--- config.mk ---
export PLATFORM = sky130hd
export DESIGN_NAME = sd_spi_transaction_engine
export DESIGN_NICKNAME = d
export VERILOG_FILES = /design/src/design/sdspi_pkg.sv /design/src/design/sdspi_in_stage.sv /design/src/design/sdspi_engine.sv /design/src/design/sdspi_out_stage.sv /design/src/design/sd_spi_transaction_engine.sv
export SDC_FILE = /design/constraint.sdc
export NUM_CORES = 1
export LEC_CHECK = 0
export ABC_AREA = 1
export BUFFER_PORTS_ARGS = -buffer_cell sky130_fd_sc_hd__buf_2
export CAP_MARGIN = 10
export CORE_UTILIZATION = 58
export DETAILED_ROUTE_END_ITERATION = 8
export GPL_TIMING_DRIVEN = 0
export PLACE_DENSITY = 0.8
export SLEW_MARGIN = 20
export SYNTH_ARGS = -nofsm -noshare
export SYNTH_HDL_FRONTEND = slang
export SYNTH_HIERARCHICAL = 1
export SYNTH_SLANG_ARGS = --single-unit
--- constraint.sdc ---
create_clock -name clk -period 3.2 [get_ports clk]
set_input_delay 0.64 -clock clk [delete_from_list [all_inputs] [get_ports clk]]
set_output_delay 0.64 -clock clk [all_outputs]
set_load 0.05 [all_outputs]
--- src/design/sdspi_pkg.sv ---
package sdspi_pkg;

  localparam int BLOCK_BYTES = 512;
  localparam int PREINIT_BYTES = 10;
  localparam int CMD_TAIL_BYTES = 5;
  localparam int RESP_TAIL_BYTES = 3;
  localparam int CNT_MAX = (BLOCK_BYTES > PREINIT_BYTES + 1) ? BLOCK_BYTES : PREINIT_BYTES + 1;
  localparam int CNT_W = $clog2(CNT_MAX);

  localparam logic [7:0] POLL_LIMIT_RESET = 8'd20;
  localparam logic [7:0] CMD_START_BITS = 8'h40;
  localparam logic [7:0] TOKEN_START = 8'hFE;
  localparam logic [7:0] FILL_BYTE = 8'hFF;
  localparam logic [7:0] TOKEN_HI_MASK = 8'hF0;
  localparam logic [4:0] DRESP_ACCEPTED = 5'h05;
  localparam logic [4:0] DRESP_CRC_ERR = 5'h0B;

  typedef enum logic [1:0] {
    FN_START   = 2'd0,
    FN_XFER    = 2'd1,
    FN_PREINIT = 2'd2,
    FN_NONE    = 2'd3
  } func_t;

  typedef enum logic [1:0] {
    DP_NONE  = 2'd0,
    DP_RESP4 = 2'd1,
    DP_READ  = 2'd2,
    DP_WRITE = 2'd3
  } data_phase_t;

  typedef enum logic [1:0] {
    RK_R1   = 2'd0,
    RK_RESP = 2'd1,
    RK_DATA = 2'd2,
    RK_CRC  = 2'd3
  } rx_kind_t;

  typedef enum logic [2:0] {
    ST_OK        = 3'd0,
    ST_NO_R1     = 3'd1,
    ST_READ_TOK  = 3'd2,
    ST_WRITE_CRC = 3'd3,
    ST_WRITE_ERR = 3'd4
  } status_t;

  typedef enum logic [3:0] {
    PH_IDLE     = 4'd0,
    PH_PREINIT  = 4'd1,
    PH_COMMAND  = 4'd2,
    PH_FLAGS    = 4'd3,
    PH_RESPONSE = 4'd4,
    PH_RTOKEN   = 4'd5,
    PH_RDATA    = 4'd6,
    PH_RCRC     = 4'd7,
    PH_WDATA    = 4'd8,
    PH_WCRC     = 4'd9,
    PH_WRESP    = 4'd10,
    PH_BUSY     = 4'd11,
    PH_DONE     = 4'd12
  } phase_t;

  typedef struct packed {
    func_t       func;
    logic [5:0]  cmd_index;
    logic [31:0] cmd_arg;
    logic [7:0]  cmd_crc;
    data_phase_t data_phase;
    logic [7:0]  rx_byte;
    logic [7:0]  wr_byte;
  } req_t;

  typedef struct packed {
    logic       tx_valid;
    logic [7:0] tx_byte;
    logic       chip_select;
    logic       wr_taken;
    logic       rx_valid;
    rx_kind_t   rx_kind;
    logic [7:0] rx_data;
    logic       done_res;
    status_t    status;
    logic [3:0] error_token;
  } res_t;

endpackage

--- src/design/sdspi_in_stage.sv ---
module sdspi_in_stage (
  input  logic          clk,
  input  logic          rst,
  input  logic          in_valid,
  output logic          in_ready,
  input  sdspi_pkg::req_t in_req,
  input  logic          advance,
  output logic          req_valid,
  output sdspi_pkg::req_t req
);

  assign in_ready = !rst && (!req_valid || advance);

  always_ff @(posedge clk) begin
    if (rst) begin
      req_valid <= 1'b0;
    end else if (in_ready) begin
      req_valid <= in_valid;
    end
  end

  always_ff @(posedge clk) begin
    if (rst) begin
      req <= '0;
    end else if (in_valid && in_ready) begin
      req <= in_req;
    end
  end

endmodule

--- src/design/sdspi_engine.sv ---
module sdspi_engine (
  input  logic            clk,
  input  logic            rst,
  input  logic            fire,
  input  sdspi_pkg::req_t req,
  input  logic            cfg_we,
  input  logic [7:0]      cfg_data,
  output sdspi_pkg::res_t res
);

  sdspi_pkg::phase_t               phase, phase_next;
  logic [sdspi_pkg::CNT_W-1:0]     byte_count, byte_count_next;
  logic [7:0]                      poll_count, poll_count_next;
  sdspi_pkg::data_phase_t          mode, mode_next;
  logic [39:0]                     command_shift, command_shift_next;
  logic [1:0]                      crc_left, crc_left_next;
  logic [7:0]                      poll_limit;

  logic [7:0] rx;
  logic       rx_is_r1;
  logic       cnt_zero;
  logic [1:0] crc_dec;

  assign rx       = req.rx_byte;
  assign rx_is_r1 = !rx[7];
  assign cnt_zero = (byte_count == '0);
  assign crc_dec  = crc_left - 2'd1;

  always_ff @(posedge clk) begin
    if (rst) begin
      poll_limit <= sdspi_pkg::POLL_LIMIT_RESET;
    end else if (cfg_we) begin
      poll_limit <= cfg_data;
    end
  end

  always_ff @(posedge clk) begin
    if (rst) begin
      phase         <= sdspi_pkg::PH_IDLE;
      byte_count    <= '0;
      poll_count    <= '0;
      mode          <= sdspi_pkg::DP_NONE;
      command_shift <= '0;
      crc_left      <= '0;
    end else if (fire) begin
      phase         <= phase_next;
      byte_count    <= byte_count_next;
      poll_count    <= poll_count_next;
      mode          <= mode_next;
      command_shift <= command_shift_next;
      crc_left      <= crc_left_next;
    end
  end

  // next state
  always_comb begin
    phase_next         = phase;
    byte_count_next    = byte_count;
    poll_count_next    = poll_count;
    mode_next          = mode;
    command_shift_next = command_shift;
    crc_left_next      = crc_left;
    unique case (req.func)
      sdspi_pkg::FN_START: begin
        command_shift_next = {req.cmd_arg, req.cmd_crc};
        byte_count_next    = sdspi_pkg::CNT_W'(sdspi_pkg::CMD_TAIL_BYTES);
        poll_count_next    = poll_limit;
        mode_next          = req.data_phase;
        crc_left_next      = 2'd0;
        phase_next         = sdspi_pkg::PH_COMMAND;
      end
      sdspi_pkg::FN_PREINIT: begin
        byte_count_next = sdspi_pkg::CNT_W'(sdspi_pkg::PREINIT_BYTES);
        phase_next      = sdspi_pkg::PH_PREINIT;
      end
      sdspi_pkg::FN_XFER: begin
        unique case (phase)
          sdspi_pkg::PH_IDLE: begin
          end
          sdspi_pkg::PH_PREINIT: begin
            if (!cnt_zero) begin
              byte_count_next = byte_count - 1'b1;
            end else begin
              phase_next = sdspi_pkg::PH_DONE;
            end
          end
          sdspi_pkg::PH_COMMAND: begin
            if (!cnt_zero) begin
              command_shift_next = {command_shift[31:0], 8'h00};
              byte_count_next    = byte_count - 1'b1;
            end else begin
              phase_next = sdspi_pkg::PH_FLAGS;
            end
          end
          sdspi_pkg::PH_FLAGS: begin
            if (rx_is_r1) begin
              unique case (mode)
                sdspi_pkg::DP_WRITE: begin
                  byte_count_next = sdspi_pkg::CNT_W'(sdspi_pkg::BLOCK_BYTES - 1);
                  phase_next      = sdspi_pkg::PH_WDATA;
                end
                sdspi_pkg::DP_RESP4: begin
                  byte_count_next = sdspi_pkg::CNT_W'(sdspi_pkg::RESP_TAIL_BYTES);
                  phase_next      = sdspi_pkg::PH_RESPONSE;
                end
                sdspi_pkg::DP_READ: begin
                  byte_count_next = sdspi_pkg::CNT_W'(sdspi_pkg::BLOCK_BYTES - 1);
                  phase_next      = sdspi_pkg::PH_RTOKEN;
                end
                default: begin
                  phase_next = sdspi_pkg::PH_DONE;
                end
              endcase
            end else if (poll_count == 8'd0) begin
              phase_next = sdspi_pkg::PH_IDLE;
            end else begin
              poll_count_next = poll_count - 8'd1;
            end
          end
          sdspi_pkg::PH_RESPONSE: begin
            if (cnt_zero) begin
              phase_next = sdspi_pkg::PH_DONE;
            end else begin
              byte_count_next = byte_count - 1'b1;
            end
          end
          sdspi_pkg::PH_RTOKEN: begin
            if ((rx & sdspi_pkg::TOKEN_HI_MASK) == 8'h00) begin
              phase_next = sdspi_pkg::PH_IDLE;
            end else if (rx == sdspi_pkg::TOKEN_START) begin
              phase_next = sdspi_pkg::PH_RDATA;
            end
          end
          sdspi_pkg::PH_RDATA: begin
            if (cnt_zero) begin
              crc_left_next = 2'd2;
              phase_next    = sdspi_pkg::PH_RCRC;
            end else begin
              byte_count_next = byte_count - 1'b1;
            end
          end
          sdspi_pkg::PH_RCRC: begin
            crc_left_next = crc_dec;
            if (crc_dec == 2'd0) begin
              phase_next = sdspi_pkg::PH_DONE;
            end
          end
          sdspi_pkg::PH_WDATA: begin
            if (cnt_zero) begin
              crc_left_next = 2'd2;
              phase_next    = sdspi_pkg::PH_WCRC;
            end else begin
              byte_count_next = byte_count - 1'b1;
            end
          end
          sdspi_pkg::PH_WCRC: begin
            crc_left_next = crc_dec;
            if (crc_dec == 2'd0) begin
              phase_next = sdspi_pkg::PH_WRESP;
            end
          end
          sdspi_pkg::PH_WRESP: begin
            if (rx == sdspi_pkg::FILL_BYTE) begin
              phase_next = phase;
            end else if (rx[4:0] == sdspi_pkg::DRESP_ACCEPTED) begin
              phase_next = sdspi_pkg::PH_BUSY;
            end else begin
              phase_next = sdspi_pkg::PH_IDLE;
            end
          end
          sdspi_pkg::PH_BUSY: begin
            if (rx != 8'h00) begin
              phase_next = sdspi_pkg::PH_DONE;
            end
          end
          default: begin
            phase_next = sdspi_pkg::PH_IDLE;
          end
        endcase
      end
      default: begin
      end
    endcase
  end

  // result
  always_comb begin
    res = '0;
    unique case (req.func)
      sdspi_pkg::FN_START: begin
        res.tx_valid    = 1'b1;
        res.tx_byte     = sdspi_pkg::CMD_START_BITS | {2'b00, req.cmd_index};
        res.chip_select = 1'b1;
      end
      sdspi_pkg::FN_PREINIT: begin
        res.tx_valid = 1'b1;
        res.tx_byte  = sdspi_pkg::FILL_BYTE;
      end
      sdspi_pkg::FN_XFER: begin
        if (phase != sdspi_pkg::PH_IDLE) begin
          res.chip_select = (phase != sdspi_pkg::PH_PREINIT);
          res.tx_valid    = 1'b1;
          res.tx_byte     = sdspi_pkg::FILL_BYTE;
          unique case (phase)
            sdspi_pkg::PH_COMMAND: begin
              if (!cnt_zero) begin
                res.tx_byte = command_shift[39:32];
              end
            end
            sdspi_pkg::PH_FLAGS: begin
              if (rx_is_r1) begin
                res.rx_valid = 1'b1;
                res.rx_kind  = sdspi_pkg::RK_R1;
                res.rx_data  = rx;
                if (mode == sdspi_pkg::DP_WRITE) begin
                  res.tx_byte = sdspi_pkg::TOKEN_START;
                end
              end else if (poll_count == 8'd0) begin
                res.tx_valid    = 1'b0;
                res.tx_byte     = 8'h00;
                res.chip_select = 1'b0;
                res.done_res    = 1'b1;
                res.status      = sdspi_pkg::ST_NO_R1;
              end
            end
            sdspi_pkg::PH_RESPONSE: begin
              res.rx_valid = 1'b1;
              res.rx_kind  = sdspi_pkg::RK_RESP;
              res.rx_data  = rx;
            end
            sdspi_pkg::PH_RTOKEN: begin
              if ((rx & sdspi_pkg::TOKEN_HI_MASK) == 8'h00) begin
                res.tx_valid    = 1'b0;
                res.tx_byte     = 8'h00;
                res.chip_select = 1'b0;
                res.done_res    = 1'b1;
                res.status      = sdspi_pkg::ST_READ_TOK;
                res.error_token = rx[3:0];
              end
            end
            sdspi_pkg::PH_RDATA: begin
              res.rx_valid = 1'b1;
              res.rx_kind  = sdspi_pkg::RK_DATA;
              res.rx_data  = rx;
            end
            sdspi_pkg::PH_RCRC: begin
              res.rx_valid = 1'b1;
              res.rx_kind  = sdspi_pkg::RK_CRC;
              res.rx_data  = rx;
            end
            sdspi_pkg::PH_WDATA: begin
              res.tx_byte  = req.wr_byte;
              res.wr_taken = 1'b1;
            end
            sdspi_pkg::PH_WRESP: begin
              // unknown response codes count as write errors
              if (rx != sdspi_pkg::FILL_BYTE && rx[4:0] != sdspi_pkg::DRESP_ACCEPTED) begin
                res.tx_valid    = 1'b0;
                res.tx_byte     = 8'h00;
                res.chip_select = 1'b0;
                res.done_res    = 1'b1;
                res.status      = (rx[4:0] == sdspi_pkg::DRESP_CRC_ERR) ?
                                  sdspi_pkg::ST_WRITE_CRC : sdspi_pkg::ST_WRITE_ERR;
              end
            end
            sdspi_pkg::PH_PREINIT, sdspi_pkg::PH_WCRC, sdspi_pkg::PH_BUSY: begin
            end
            default: begin
              res.tx_valid    = 1'b0;
              res.tx_byte     = 8'h00;
              res.chip_select = 1'b0;
              res.done_res    = 1'b1;
              res.status      = sdspi_pkg::ST_OK;
            end
          endcase
        end
      end
      default: begin
      end
    endcase
  end

  a_done_goes_idle: assert property (@(posedge clk) disable iff (rst)
    fire && res.done_res |=> phase == sdspi_pkg::PH_IDLE)
    else $error("transaction end did not return to idle");

  a_wr_only_in_wdata: assert property (@(posedge clk) disable iff (rst)
    fire && res.wr_taken |-> phase == sdspi_pkg::PH_WDATA && res.chip_select)
    else $error("write byte taken outside data phase");

  a_start_loads_cmd: assert property (@(posedge clk) disable iff (rst)
    fire && req.func == sdspi_pkg::FN_START |=>
      phase == sdspi_pkg::PH_COMMAND && poll_count == $past(poll_limit))
    else $error("command start did not load command state");

  a_status_needs_done: assert property (@(posedge clk) disable iff (rst)
    fire && res.status != sdspi_pkg::ST_OK |-> res.done_res && !res.tx_valid)
    else $error("error status without transaction end");

endmodule

--- src/design/sdspi_out_stage.sv ---
module sdspi_out_stage (
  input  logic            clk,
  input  logic            rst,
  input  logic            advance,
  input  sdspi_pkg::res_t res_in,
  output logic            out_valid,
  input  logic            out_ready,
  output sdspi_pkg::res_t res
);

  always_ff @(posedge clk) begin
    if (rst) begin
      out_valid <= 1'b0;
    end else if (advance) begin
      out_valid <= 1'b1;
    end else if (out_ready) begin
      out_valid <= 1'b0;
    end
  end

  always_ff @(posedge clk) begin
    if (advance) begin
      res <= res_in;
    end
  end

endmodule

--- src/design/sd_spi_transaction_engine.sv ---
// an accepted request waits in the request register; its result is captured in the
// result register once that register is free or being drained
// throughput: one request per cycle while the result register is free or drained;
// each byte exchange is one phase state machine step between the two registers
// reset: phase idle, counters and command shift cleared, response poll limit 20,
// both pipeline registers empty
module sd_spi_transaction_engine (
  input  logic        clk,
  input  logic        rst,
  input  logic        in_valid,
  output logic        in_ready,
  input  logic [1:0]  func,
  input  logic [5:0]  cmd_index,
  input  logic [31:0] cmd_arg,
  input  logic [7:0]  cmd_crc,
  input  logic [1:0]  data_phase,
  input  logic [7:0]  rx_byte,
  input  logic [7:0]  wr_byte,
  output logic        out_valid,
  input  logic        out_ready,
  output logic        tx_valid,
  output logic [7:0]  tx_byte,
  output logic        chip_select,
  output logic        wr_taken,
  output logic        rx_valid,
  output logic [1:0]  rx_kind,
  output logic [7:0]  rx_data,
  output logic        done_res,
  output logic [2:0]  status,
  output logic [3:0]  error_token,
  input  logic        cfg_valid,
  output logic        cfg_ready,
  input  logic [7:0]  cfg_data
);

  sdspi_pkg::req_t in_req;
  sdspi_pkg::req_t req;
  sdspi_pkg::res_t step_res;
  sdspi_pkg::res_t res;
  logic            req_valid;
  logic            advance;

  assign in_req.func       = sdspi_pkg::func_t'(func);
  assign in_req.cmd_index  = cmd_index;
  assign in_req.cmd_arg    = cmd_arg;
  assign in_req.cmd_crc    = cmd_crc;
  assign in_req.data_phase = sdspi_pkg::data_phase_t'(data_phase);
  assign in_req.rx_byte    = rx_byte;
  assign in_req.wr_byte    = wr_byte;

  assign advance   = req_valid && (!out_valid || out_ready);
  assign cfg_ready = !rst;

  sdspi_in_stage u_in (
    .clk       (clk),
    .rst       (rst),
    .in_valid  (in_valid),
    .in_ready  (in_ready),
    .in_req    (in_req),
    .advance   (advance),
    .req_valid (req_valid),
    .req       (req)
  );

  sdspi_engine u_engine (
    .clk      (clk),
    .rst      (rst),
    .fire     (advance),
    .req      (req),
    .cfg_we   (cfg_valid && cfg_ready),
    .cfg_data (cfg_data),
    .res      (step_res)
  );

  sdspi_out_stage u_out (
    .clk       (clk),
    .rst       (rst),
    .advance   (advance),
    .res_in    (step_res),
    .out_valid (out_valid),
    .out_ready (out_ready),
    .res       (res)
  );

  assign tx_valid    = res.tx_valid;
  assign tx_byte     = res.tx_byte;
  assign chip_select = res.chip_select;
  assign wr_taken    = res.wr_taken;
  assign rx_valid    = res.rx_valid;
  assign rx_kind     = res.rx_kind;
  assign rx_data     = res.rx_data;
  assign done_res    = res.done_res;
  assign status      = res.status;
  assign error_token = res.error_token;

endmodule
==> Yosys cells after proc, flatten, opt, wreduce, memory -nomap -nowiden <==
Cells that the tools add are included.
{ "op_classes": {"eq_ne": 45, "reduce_logical": 36, "addsub": 3, "mux": 57} }
{ "ops": {"columns": ["cell", "count"], "rows": [
  ["$mux 40", 2],
  ["$pmux 40 s2", 1],
  ["$mux 4", 17],
  ["$pmux 9 s3", 2],
  ["$mux 8", 6],
  ["$pmux 8 s6", 1],
  ["$pmux 11 s4", 1],
  ["$pmux 4 s11", 1],
  ["$pmux 9 s2", 2],
  ["$mux 10", 3],
  ["$mux 30", 1],
  ["$ne 3x2->1 const B", 8],
  ["$pmux 4 s3", 2],
  ["$mux 9", 2],
  ["$eq 4x3->1 const B", 4],
  ["$eq 4x4->1 const B", 4],
  ["$eq 8x8->1 const B", 2],
  ["$logic_not 8->1", 2],
  ["$pmux 4 s4", 1],
  ["$pmux 8 s2", 1],
  ["$ne 3x3->1 const B", 5],
  ["$reduce_and 13->1", 1],
  ["$ne 2x2->1 const B", 6],
  ["$reduce_and 4->1", 3],
  ["other kinds (39)", 63]
]} }
{ "word_totals": {"wordCells": 167, "inputBits": 79, "ff_bits": 171, "output_inout_bits": 33} }

==> Logic depth before layout (Yosys ltp) <==
Gate-level depths: netlist of run 1.
{ "depth": {"word_depth": 6, "mapped_depth": 13} }

==> By module <==
The synthesis of run 1 kept the hierarchy.
{ "modules_own_cells": {"columns": ["module", "cells_each", "seq_area_each_um2", "n_inst", "area_per_inst_um2"], "rows": [
  ["sdspi_engine", 758, 1461.4, 1, 4653.2],
  ["sdspi_in_stage", 441, 1341.3, 1, 3020.4],
  ["sdspi_out_stage", 35, 920.9, 1, 940.9],
  ["sd_spi_transaction_engine", 6, 0.0, 1, 27.5]
]} }

==> Worst setup path before layout of run 1 <==
No wires, ideal clock.
{ "synth_timing": {"kind": "input-to-output", "start": "input port out_ready", "end": "output port in_ready", "path_buffers": 0, "arrival_ps": 2608, "path_stages": 4, "slack_ps": -48, "required_time_ps": 2560, "path_cell_list": "inv_1 a21oi_2 inv_2 a21oi_1"} }
{ "synth_between": {"elab_chain_len": 4} }
{ "synth_lines": {"columns": ["element", "line_no", "text"], "rows": [
  ["start: declaration", "sd_spi_transaction_engine.sv:20", "input logic out_ready,"],
  ["$logic_or 1x1->1", "sd_spi_transaction_engine.sv:51", "assign advance = req_valid && (!out_valid || out_ready);"],
  ["$logic_and 1x1->1", "sd_spi_transaction_engine.sv:51", null],
  ["named net advance", "sd_spi_transaction_engine.sv:41", "logic advance;"],
  ["$logic_or 1x1->1", "sdspi_in_stage.sv:12", "assign in_ready = !rst && (!req_valid || advance);"],
  ["$logic_and 1x1->1", "sdspi_in_stage.sv:12", null],
  ["end: declaration", "sd_spi_transaction_engine.sv:11", "output logic in_ready,"]
]} }
The timed path passes the listed nets, and every way through them passes these cells.

==> Worst setup path after layout of run 1 <==
{ "layout_timing": {"start": "register u_in.req_valid", "end": "output port in_ready"} }
{ "layout_between": {"elab_chain_len": 3} }
{ "layout_lines": {"columns": ["element", "line_no", "text"], "rows": [
  ["start: declaration", "sdspi_in_stage.sv:8", "output logic req_valid,"],
  ["start signal: assignment", "sdspi_in_stage.sv:18", "req_valid <= in_valid;"],
  ["$logic_and 1x1->1", "sd_spi_transaction_engine.sv:51", null],
  ["named net advance", "sd_spi_transaction_engine.sv:41", null],
  ["$logic_or 1x1->1", "sdspi_in_stage.sv:12", null],
  ["$logic_and 1x1->1", "sdspi_in_stage.sv:12", null]
]} }
The timed path passes the listed nets, and every way through them passes these cells.

==> results of run 1 <==
flip-flops by register name, summed over array words and instances, names as in the netlist:
name                    cells
u_engine/command_shift     40
u_engine/byte_count         9
u_engine/poll_limit         8
u_in/req_valid              1
u_out/res                  30
u_in/req                   66
u_engine/mode               2
u_engine/phase              4
u_engine/crc_left           2
u_engine/poll_count         8
u_out/out_valid             1
power groups by stage:
stage	sequential [W]	clock [W]	combinational, W
2_1_floorplan	0.00257	0	0.000733
3_3_place_gp	0.00251	0	0.00109
3_5_place_dp	0.00252	0	0.00111
4_1_cts	0.00247	0.00208	0.00112
5_1_grt	0.00249	0.00216	0.00126
6_report	0.00247	0.00205	0.00114
metal layers:
layer / vias up / GRT usage (%) / wire length, um
li1: 4267 / - / -
met1: 3735 / 38.4 / 9830
met2: 300 / 51.6 / 11000
met3: 34 / 5.86 / 1360
met4: 0 / 12.0 / 458
met5: - / 0 / 0
through the flow:
stage / utilization [%] / instances
final: 69.1 / 1566
after global routing: 69.1 / 1566
after CTS: 69.1 / 1566
after detailed placement: 65.1 / 1535
after global placement: 64.9 / 1534
after floorplan: - / 1240
cell families after synthesis:
group / synth area share [%]
AND/OR/NAND/NOR: 33.0
buffers and inverters: 11.4
flip-flops: 43.1
AO/OA/AOI/OAI: 10.5
adder cells (fa/ha/maj): 1.74
XOR/XNOR: 0.304
cell type report:
type                       instances  area [um^2]
tap                              184          230
timing repair buffer             111          578
inverter                         155          589
fill                            1273         4490
clock inverter                    12          124
multi-input combinational        845         3940
clock buffer                      19          464
buffer                            69          393
sequential                       171         3720
worst max-delay path: cells and delay by family (launching register included):
family          cells  cell delay [ns]
buf+inv             3             0.46
compound gates      2             0.62
flops               1             0.37
final timing paths:
kind | endpoint | slack [ns] | cells after the start
worst min register to register | u_engine/command_shift[4] | 0.47 | 2
worst max register to register | u_out/res[6] | 0.69 | 6
worst max-delay path | in_ready | 0.67 | 5
worst min-delay path | u_engine/poll_limit[4] | 0.41 | 3
cell usage after synthesis (all sizes together), types with 26 or more instances:
master  number  share of area (%)
nand2      352                 16
nor2       173                7.8
inv        152                6.6
dfxtp      141                 33
nand4       80                5.8
o21ai       71                4.1
a21oi       53                3.2
buf         43                3.4
nand3       42                2.6
a31oi       36                2.6
edfxtp      30                 10
clkbuf      26                1.1
==> results.sh, run 1 <==
export IMPL_cp_required_ns=2.56
export IMPL_switching_share_pct=31.5
export IMPL_worst_slack_ns=0.667
export IMPL_diodes=0
export IMPL_synthCells=1240
export IMPL_setup_tns_ns=0
export IMPL_coreArea_um2=14500
export IMPL_final_common_cell="nand2_1"
export IMPL_grt_first_pass_wirelength_mm=36.2
export IMPL_setup_viol=0
export IMPL_synthArstFlopShare_pct=0
export IMPL_cts_tree="built"
export IMPL_finalCritPeriodShare_pct=79.2
export IMPL_insertion_delay_ns=0.44
export IMPL_routabilityCongestion=0.948
export IMPL_ios=112
export IMPL_clock_skew_ns=0.0113
export IMPL_hold_viol_final=0
export IMPL_internal_power_w=0.00388
export IMPL_clk_pin_slew_ns=0.07
export IMPL_synth_avg_cell_area_um2=6.97
export IMPL_run_status="finished, final reports clean"
export IMPL_tightest_slew_ns=0.816
export IMPL_crit_path_start="u_in/req_valid"
export IMPL_start_util_pct=59.5
export IMPL_crit_arrival_ns=1.89
export IMPL_cts_max_path_buffers=2
export IMPL_p_switching_w=0.00179
export IMPL_cts_sinks=171
export IMPL_synth_nets=1331
export IMPL_ys_flop_type="dfxtp_1"
export IMPL_relSlewSlack_pct=45.0
export IMPL_mostFrequentLayoutCells="345 x nand2_1, 164 x nor2_1, 143 x inv_1"
export IMPL_ctsRootBufferMaster="clkbuf_16"
export IMPL_ys_seq_elements=171
export IMPL_drt_wl_total_mm=22.6
export IMPL_end_kind="output port"
export IMPL_place_area_um2=9460
export IMPL_critPathMaxStageDelay_ns=0.48
export IMPL_ant_nets=0
export IMPL_min_period_ns=2.53
export IMPL_grt_overflow_total=0
export IMPL_worst_path_max_fanout=12
export IMPL_p_per_area_nw_per_um2=564
export IMPL_drive_above_1_share_pct=15.8
export IMPL_drt_first_pass_iters=7
export IMPL_maxSlewViolCount=0
export IMPL_yosysSeqAreaShare_pct=43.1
export IMPL_syn_area_um2=8640
export IMPL_die_area_um2=15400
export IMPL_comb_power_share_pct=20.1
export IMPL_power_frac_seq_pct=43.6
export IMPL_grt_max_degree=26
export IMPL_cp_start_kind="flip-flop"
export IMPL_peakVddDrop_mv=0.400
export IMPL_viasPerCell=5.32
export IMPL_cts_hold_buf=0
export IMPL_gr_usage_all_layers_pct=30.6
export IMPL_grt_setup_unrepaired="false"
export IMPL_post_cts_buffers=0
export IMPL_cap_violations=0
export IMPL_drt_iter0_drc=623
export IMPL_die_h_um=124
export IMPL_vias=8336
export IMPL_power_w=0.00567
export IMPL_post_route_cell_area_um2=10000
export IMPL_numPortBuffers=110
export IMPL_crit_type="reg -> out"
export IMPL_crit_slowest_cell="a21oi_4"
export IMPL_area_delta_synth_final_pct=16.2
export IMPL_synth_edf_count=30
export IMPL_drcViolationCount=0
export IMPL_power_leakage_nw=4.57
export IMPL_post_dp_hpwl_mm=16.6
export IMPL_whs_ns=0.414
export IMPL_cts_max_level=4
export IMPL_yosys_warnings=6
export IMPL_synth_cell_types=38
export IMPL_routedWlPerCell_um=14.4
export IMPL_placementRows=44
export IMPL_nNetsFinal=1461
export IMPL_antenna_found_initial=0
export IMPL_die_w_um=124
export IMPL_max_freq_mhz=395
export IMPL_r2r_start="u_in/req[65]"
export IMPL_cts_resized=0
export IMPL_cp_cell_sequence="inv_1 -> a21oi_4 -> inv_2 -> a21oi_1 -> buf_2"
export IMPL_dp_slack_ns=0.605
export IMPL_hold_path_class="in -> reg"
export IMPL_cts_buffers_inserted=17
export IMPL_grt_pass1_vias=7645
export IMPL_clkPwrFrac_pct=36.2
export IMPL_hold_start="cfg_data[4]"
Note: power is estimated with default switching activity, not from simulation.
==> run 2, diff against run 1 <==
--- a/config.mk
+++ b/config.mk
@@ -8,10 +8,10 @@
 export ABC_AREA = 1
 export BUFFER_PORTS_ARGS = -buffer_cell sky130_fd_sc_hd__buf_2
 export CAP_MARGIN = 10
-export CORE_UTILIZATION = 58
+export CORE_UTILIZATION = 53
 export DETAILED_ROUTE_END_ITERATION = 8
 export GPL_TIMING_DRIVEN = 0
-export PLACE_DENSITY = 0.8
+export PLACE_DENSITY = 0.77
 export SLEW_MARGIN = 20
 export SYNTH_ARGS = -nofsm -noshare
 export SYNTH_HDL_FRONTEND = slang
==> constraint.sdc (replaced) <==
create_clock -name clk -period 2.05 [get_ports clk]
set_input_delay 0.41 -clock clk [delete_from_list [all_inputs] [get_ports clk]]
set_output_delay 0.41 -clock clk [all_outputs]
set_load 0.05 [all_outputs]
==> results.sh, run 2 (synthesized netlist as in run 1, its figures left out) <==
export IMPL_run_status="finished, final reports clean"
export IMPL_cts_hold_buf=0
export IMPL_internal_power_w=0.00626
export IMPL_diodes=0
export IMPL_numPortBuffers=110
export IMPL_nNetsFinal=1464
export IMPL_power_leakage_nw=4.62
export IMPL_insertion_delay_ns=0.43
export IMPL_instances_no_fill=1600
export IMPL_area_delta_synth_final_pct=18.4
export IMPL_clock_skew_ns=0.00688
export IMPL_comb_power_share_pct=20.4
export IMPL_final_common_cell="nand2_1"
export IMPL_min_period_ns=1.98
export IMPL_placementRows=46
export IMPL_die_h_um=130
export IMPL_tightest_slew_ns=0.672
export IMPL_hold_path_class="in -> reg"
export IMPL_drcViolationCount=0
export IMPL_antenna_found_initial=0
export IMPL_hold_viol_final=0
export IMPL_whs_ns=0.193
export IMPL_cts_sinks=171
export IMPL_gr_usage_all_layers_pct=27.6
export IMPL_p_per_area_nw_per_um2=877
export IMPL_clk_pin_slew_ns=0.06
export IMPL_largestRegisters="u_in/req: 66 flops, u_engine/command_shift: 40 flops, u_out/res: 30 flops"
export IMPL_top_register="u_in/req"
export IMPL_cp_required_ns=2.28
export IMPL_ant_nets=0
export IMPL_largest_reg_flops=66
export IMPL_maxSlewViolCount=0
export IMPL_cts_buffers_inserted=17
export IMPL_power_frac_seq_pct=43.1
export IMPL_post_route_cell_area_um2=10200
export IMPL_dp_slack_ns=-0.336
export IMPL_cap_violations=0
export IMPL_coreArea_um2=15900
export IMPL_routabilityCongestion=0.936
export IMPL_end_kind="flip-flop"
export IMPL_drt_iter0_drc=595
export IMPL_mostFrequentLayoutCells="344 x nand2_1, 157 x nor2_1, 143 x inv_1"
export IMPL_p_switching_w=0.00270
export IMPL_finalCritPeriodShare_pct=96.4
export IMPL_drt_wl_total_mm=22.4
export IMPL_start_util_pct=54.4
export IMPL_ios=112
export IMPL_grt_first_pass_wirelength_mm=35.9
export IMPL_crit_arrival_ns=2.21
export IMPL_cts_max_level=4
export IMPL_grt_pass1_vias=7428
export IMPL_clkPwrFrac_pct=36.5
export IMPL_cts_tree="built"
export IMPL_drt_first_pass_iters=5
export IMPL_max_freq_mhz=506
export IMPL_place_area_um2=9510
export IMPL_viasPerCell=5.22
export IMPL_worst_path_max_fanout=10
export IMPL_grt_overflow_total=0
export IMPL_ctsRootBufferMaster="clkbuf_16"
export IMPL_vias=8352
export IMPL_peakVddDrop_mv=0.608
export IMPL_relSlewSlack_pct=55.2
export IMPL_cts_max_path_buffers=2
export IMPL_worst_slack_ns=0.0738
export IMPL_utilization_pct=64.4
export IMPL_setup_viol=0
export IMPL_routedWlPerCell_um=14.0
export IMPL_switching_share_pct=30.1
export IMPL_grt_max_degree=27
export IMPL_place_inst=1567
export IMPL_cp_start_kind="flip-flop"
export IMPL_crit_type="reg -> reg"
export IMPL_drive_above_1_share_pct=17.8
export IMPL_die_w_um=130
export IMPL_die_area_um2=16800
export IMPL_grt_setup_unrepaired="true"
export IMPL_post_dp_hpwl_mm=16.5
run 2: stage by stage:
step	power, W	setup TNS [ns]
after floorplan	0.00517	0
after global placement	0.00564	-64.71
after detailed placement	0.00567	-7.77
after CTS	0.00896	-0.0217
after global routing	0.00938	-0.00598
final	0.00897	0
run 2: timing repair:
action	CTS	global route
cloned	0	0
pin swaps	1	1
gates resized for setup	11	29
endpoints found under the hold margin	0	0
setup buffers	3	0
endpoints found under the setup margin	60	59
run 2: area by class of cell:
cell class	instances	area, um^2
fill	1443	5660
multi-input combinational	845	4030
sequential	171	3730
timing repair buffer	114	603
inverter	155	592
clock buffer	20	457
buffer	69	413
tap	216	270
clock inverter	10	139
run 2: metal layers:
metal	vias up	GRT usage [%]	part of all wire [%]
met5	-	0	0
met4	0	9.10	1.8
met3	38	5.62	5.0
met2	263	47.7	49
met1	3772	34.3	44
li1	4279	-	-
run 2: path summary, 6_finish.rpt:
check	startpoint	to	slack, ns	cells after the start
min reg2reg	u_engine/crc_left[1]	u_engine/crc_left[1]	0.46	2
max	u_in/req[65]	u_out/res[21]	0.07	7
min	cfg_data[2]	u_engine/poll_limit[2]	0.19	3
max reg2reg	u_in/req[65]	u_out/res[21]	0.07	7
run 2: power by group through the flow:
stage / clock, W / sequential [W] / combinational [W]
floorplan: 0 / 0.00402 / 0.00115
finish: 0.00327 / 0.00387 / 0.00183
global placement: 0 / 0.00392 / 0.00172
detailed placement: 0 / 0.00393 / 0.00174
CTS: 0.00332 / 0.00386 / 0.00177
global route: 0.00347 / 0.00389 / 0.00202
run 2: critical path, stage by stage, from the launching register on:
cell,delay [ns]
dfxtp_2,0.35
inv_1,0.10
ha_2,0.30
clkbuf_4,0.25
clkbuf_4,0.23
clkbuf_4,0.23
nand2_1,0.07
a21oi_1,0.25
==> run 3, diff against run 2 <==
--- a/config.mk
+++ b/config.mk
@@ -12,6 +12,7 @@
 export DETAILED_ROUTE_END_ITERATION = 8
 export GPL_TIMING_DRIVEN = 0
 export PLACE_DENSITY = 0.77
+export SETUP_SLACK_MARGIN = 0.1
 export SLEW_MARGIN = 20
 export SYNTH_ARGS = -nofsm -noshare
 export SYNTH_HDL_FRONTEND = slang
==> results.sh, run 3 (synthesized netlist as in run 1, its figures left out) <==
export IMPL_run_status="finished, final reports clean"
export IMPL_min_period_ns=1.93
export IMPL_final_fill_count=1419
export IMPL_cts_sinks=171
export IMPL_largestRegisters="u_in/req: 66 flops, u_engine/command_shift: 40 flops, u_out/res: 30 flops"
export IMPL_crit_type="reg -> reg"
export IMPL_min_path_cells=3
export IMPL_place_area_um2=9540
export IMPL_grt_pass1_vias=7609
export IMPL_crit_arrival_ns=2.10
export IMPL_largest_reg_flops=66
export IMPL_grt_setup_unrepaired="true"
export IMPL_ctsRootBufferMaster="clkbuf_16"
export IMPL_cap_violations=0
export IMPL_cp_required_ns=2.21
export IMPL_cts_max_path_buffers=2
export IMPL_ios=112
export IMPL_die_w_um=130
export IMPL_hold_viol_final=0
export IMPL_setup_viol=0
export IMPL_power_leakage_nw=4.70
export IMPL_post_route_cell_area_um2=10400
export IMPL_hold_path_class="in -> reg"
export IMPL_antenna_found_initial=0
export IMPL_clock_skew_ns=0.00953
export IMPL_max_freq_mhz=517
export IMPL_end_kind="flip-flop"
export IMPL_die_area_um2=16800
export IMPL_ff2ff_path_depth=11
export IMPL_ant_nets=0
export IMPL_cts_buffers_inserted=17
export IMPL_top_register="u_in/req"
export IMPL_clk_pin_slew_ns=0.07
export IMPL_drive_above_1_share_pct=19.6
export IMPL_grt_max_degree=28
export IMPL_die_h_um=130
export IMPL_mostFrequentLayoutCells="343 x nand2_1, 156 x nor2_1, 138 x inv_1"
export IMPL_nNetsFinal=1474
export IMPL_tightest_slew_ns=0.621
export IMPL_grt_first_pass_wirelength_mm=37.3
export IMPL_finalCritPeriodShare_pct=94.3
export IMPL_drt_wl_total_mm=23.4
export IMPL_cts_max_level=4
export IMPL_cts_tree="built"
export IMPL_drt_iter0_drc=755
export IMPL_p_per_area_nw_per_um2=881
export IMPL_routabilityCongestion=0.977
export IMPL_area_sequential_um2=3740
export IMPL_worst_path_max_fanout=4
export IMPL_vias=8375
export IMPL_viasPerCell=5.20
export IMPL_drt_first_pass_iters=5
export IMPL_multiInputGateArea_um2=4080
export IMPL_gr_usage_all_layers_pct=28.7
export IMPL_relSlewSlack_pct=58.6
export IMPL_setup_tns_ns=0
export IMPL_peakVddDrop_mv=0.635
export IMPL_insertion_delay_ns=0.42
export IMPL_numPortBuffers=110
export IMPL_drcViolationCount=0
export IMPL_grt_overflow_total=0
export IMPL_placementRows=46
export IMPL_diodes=0
export IMPL_post_dp_hpwl_mm=16.6
export IMPL_final_common_cell="nand2_1"
export IMPL_start_util_pct=54.4
export IMPL_routedWlPerCell_um=14.5
export IMPL_area_delta_synth_final_pct=20.8
export IMPL_maxSlewViolCount=0
export IMPL_cp_start_kind="flip-flop"
export IMPL_coreArea_um2=15900
[run 3: cell types whose count changed in the layout (fill, tap and decap cells not counted), moves of 4 or more]
cell	delta
inv_1	-5
o21ai_0	-21
buf_4	+14
buf_2	-4
o21ai_1	+20
dfxtp_1	-4
[run 3: per-stage QoR]
step           power (W)  util (%)  hold slack, ns  cells  setup slack (ns)
2_1_floorplan    0.00518         -           0.424   1240            0.0473
3_3_place_gp     0.00566      59.9           0.449   1566            -0.697
3_5_place_dp     0.00569      60.0           0.455   1567            -0.423
4_1_cts          0.00910      64.6           0.183   1606            0.0226
5_1_grt          0.00960      65.7           0.200   1612            0.0409
6_report         0.00919      65.7           0.193   1612             0.117
[run 3: layout make-up]
cell class / instances / share of cell area, %
multi-input combinational: 845 / 39.1
timing repair buffer: 124 / 6.57
inverter: 155 / 5.80
sequential: 171 / 35.8
tap: 216 / 2.59
clock inverter: 12 / 1.53
buffer: 69 / 4.09
clock buffer: 20 / 4.47
[run 3: critical path: stages, from the launching register on]
cell and delay [ns]:
dfxtp_2 0.33, inv_4 0.07, ha_4 0.13, inv_2 0.04, nor2_4 0.07, nand4_1 0.25, nor2_1 0.22, nor2_1 0.08
nor2_2 0.16, nand3_1 0.11, nand2_2 0.11, o21bai_1 0.10
[run 3: final timing paths]
path	from	endpoint	slack [ns]
worst max register to register	u_engine/poll_count[0]	u_out/res[20]	0.12
worst min register to register	u_engine/command_shift[0]	u_engine/command_shift[0]	0.46
worst max-delay path	u_engine/poll_count[0]	u_out/res[20]	0.12
worst min-delay path	cfg_data[4]	u_engine/poll_limit[4]	0.19
[run 3: per-layer routing]
| metal | wire (um) | share of wire (%) | track usage, % | vias up |
|---|---|---|---|---|
| li1 | - | - | - | 4287 |
| met1 | 10200 | 44 | 37.1 | 3753 |
| met2 | 11300 | 48 | 49.3 | 293 |
| met3 | 1360 | 5.8 | 3.85 | 42 |
| met4 | 531 | 2.3 | 10.1 | 0 |
| met5 | 0 | 0 | 0 | - |
[run 3: what timing repair did]
action,CTS,global route
setup endpoints to repair,99,65
setup buffers,7,6
hold buffers,0,0
cloned,0,0
resized for setup,24,39
pin swaps,5,10
[run 3: report_power, final]
part / total (W) / switching, W / internal [W] / leakage [nW]
Clock: 0.00339 / 0.00136 / 0.00203 / 0.307
Combinational: 0.00192 / 0.00128 / 0.000646 / 2.94
Sequential: 0.00387 / 0.000181 / 0.00369 / 1.45
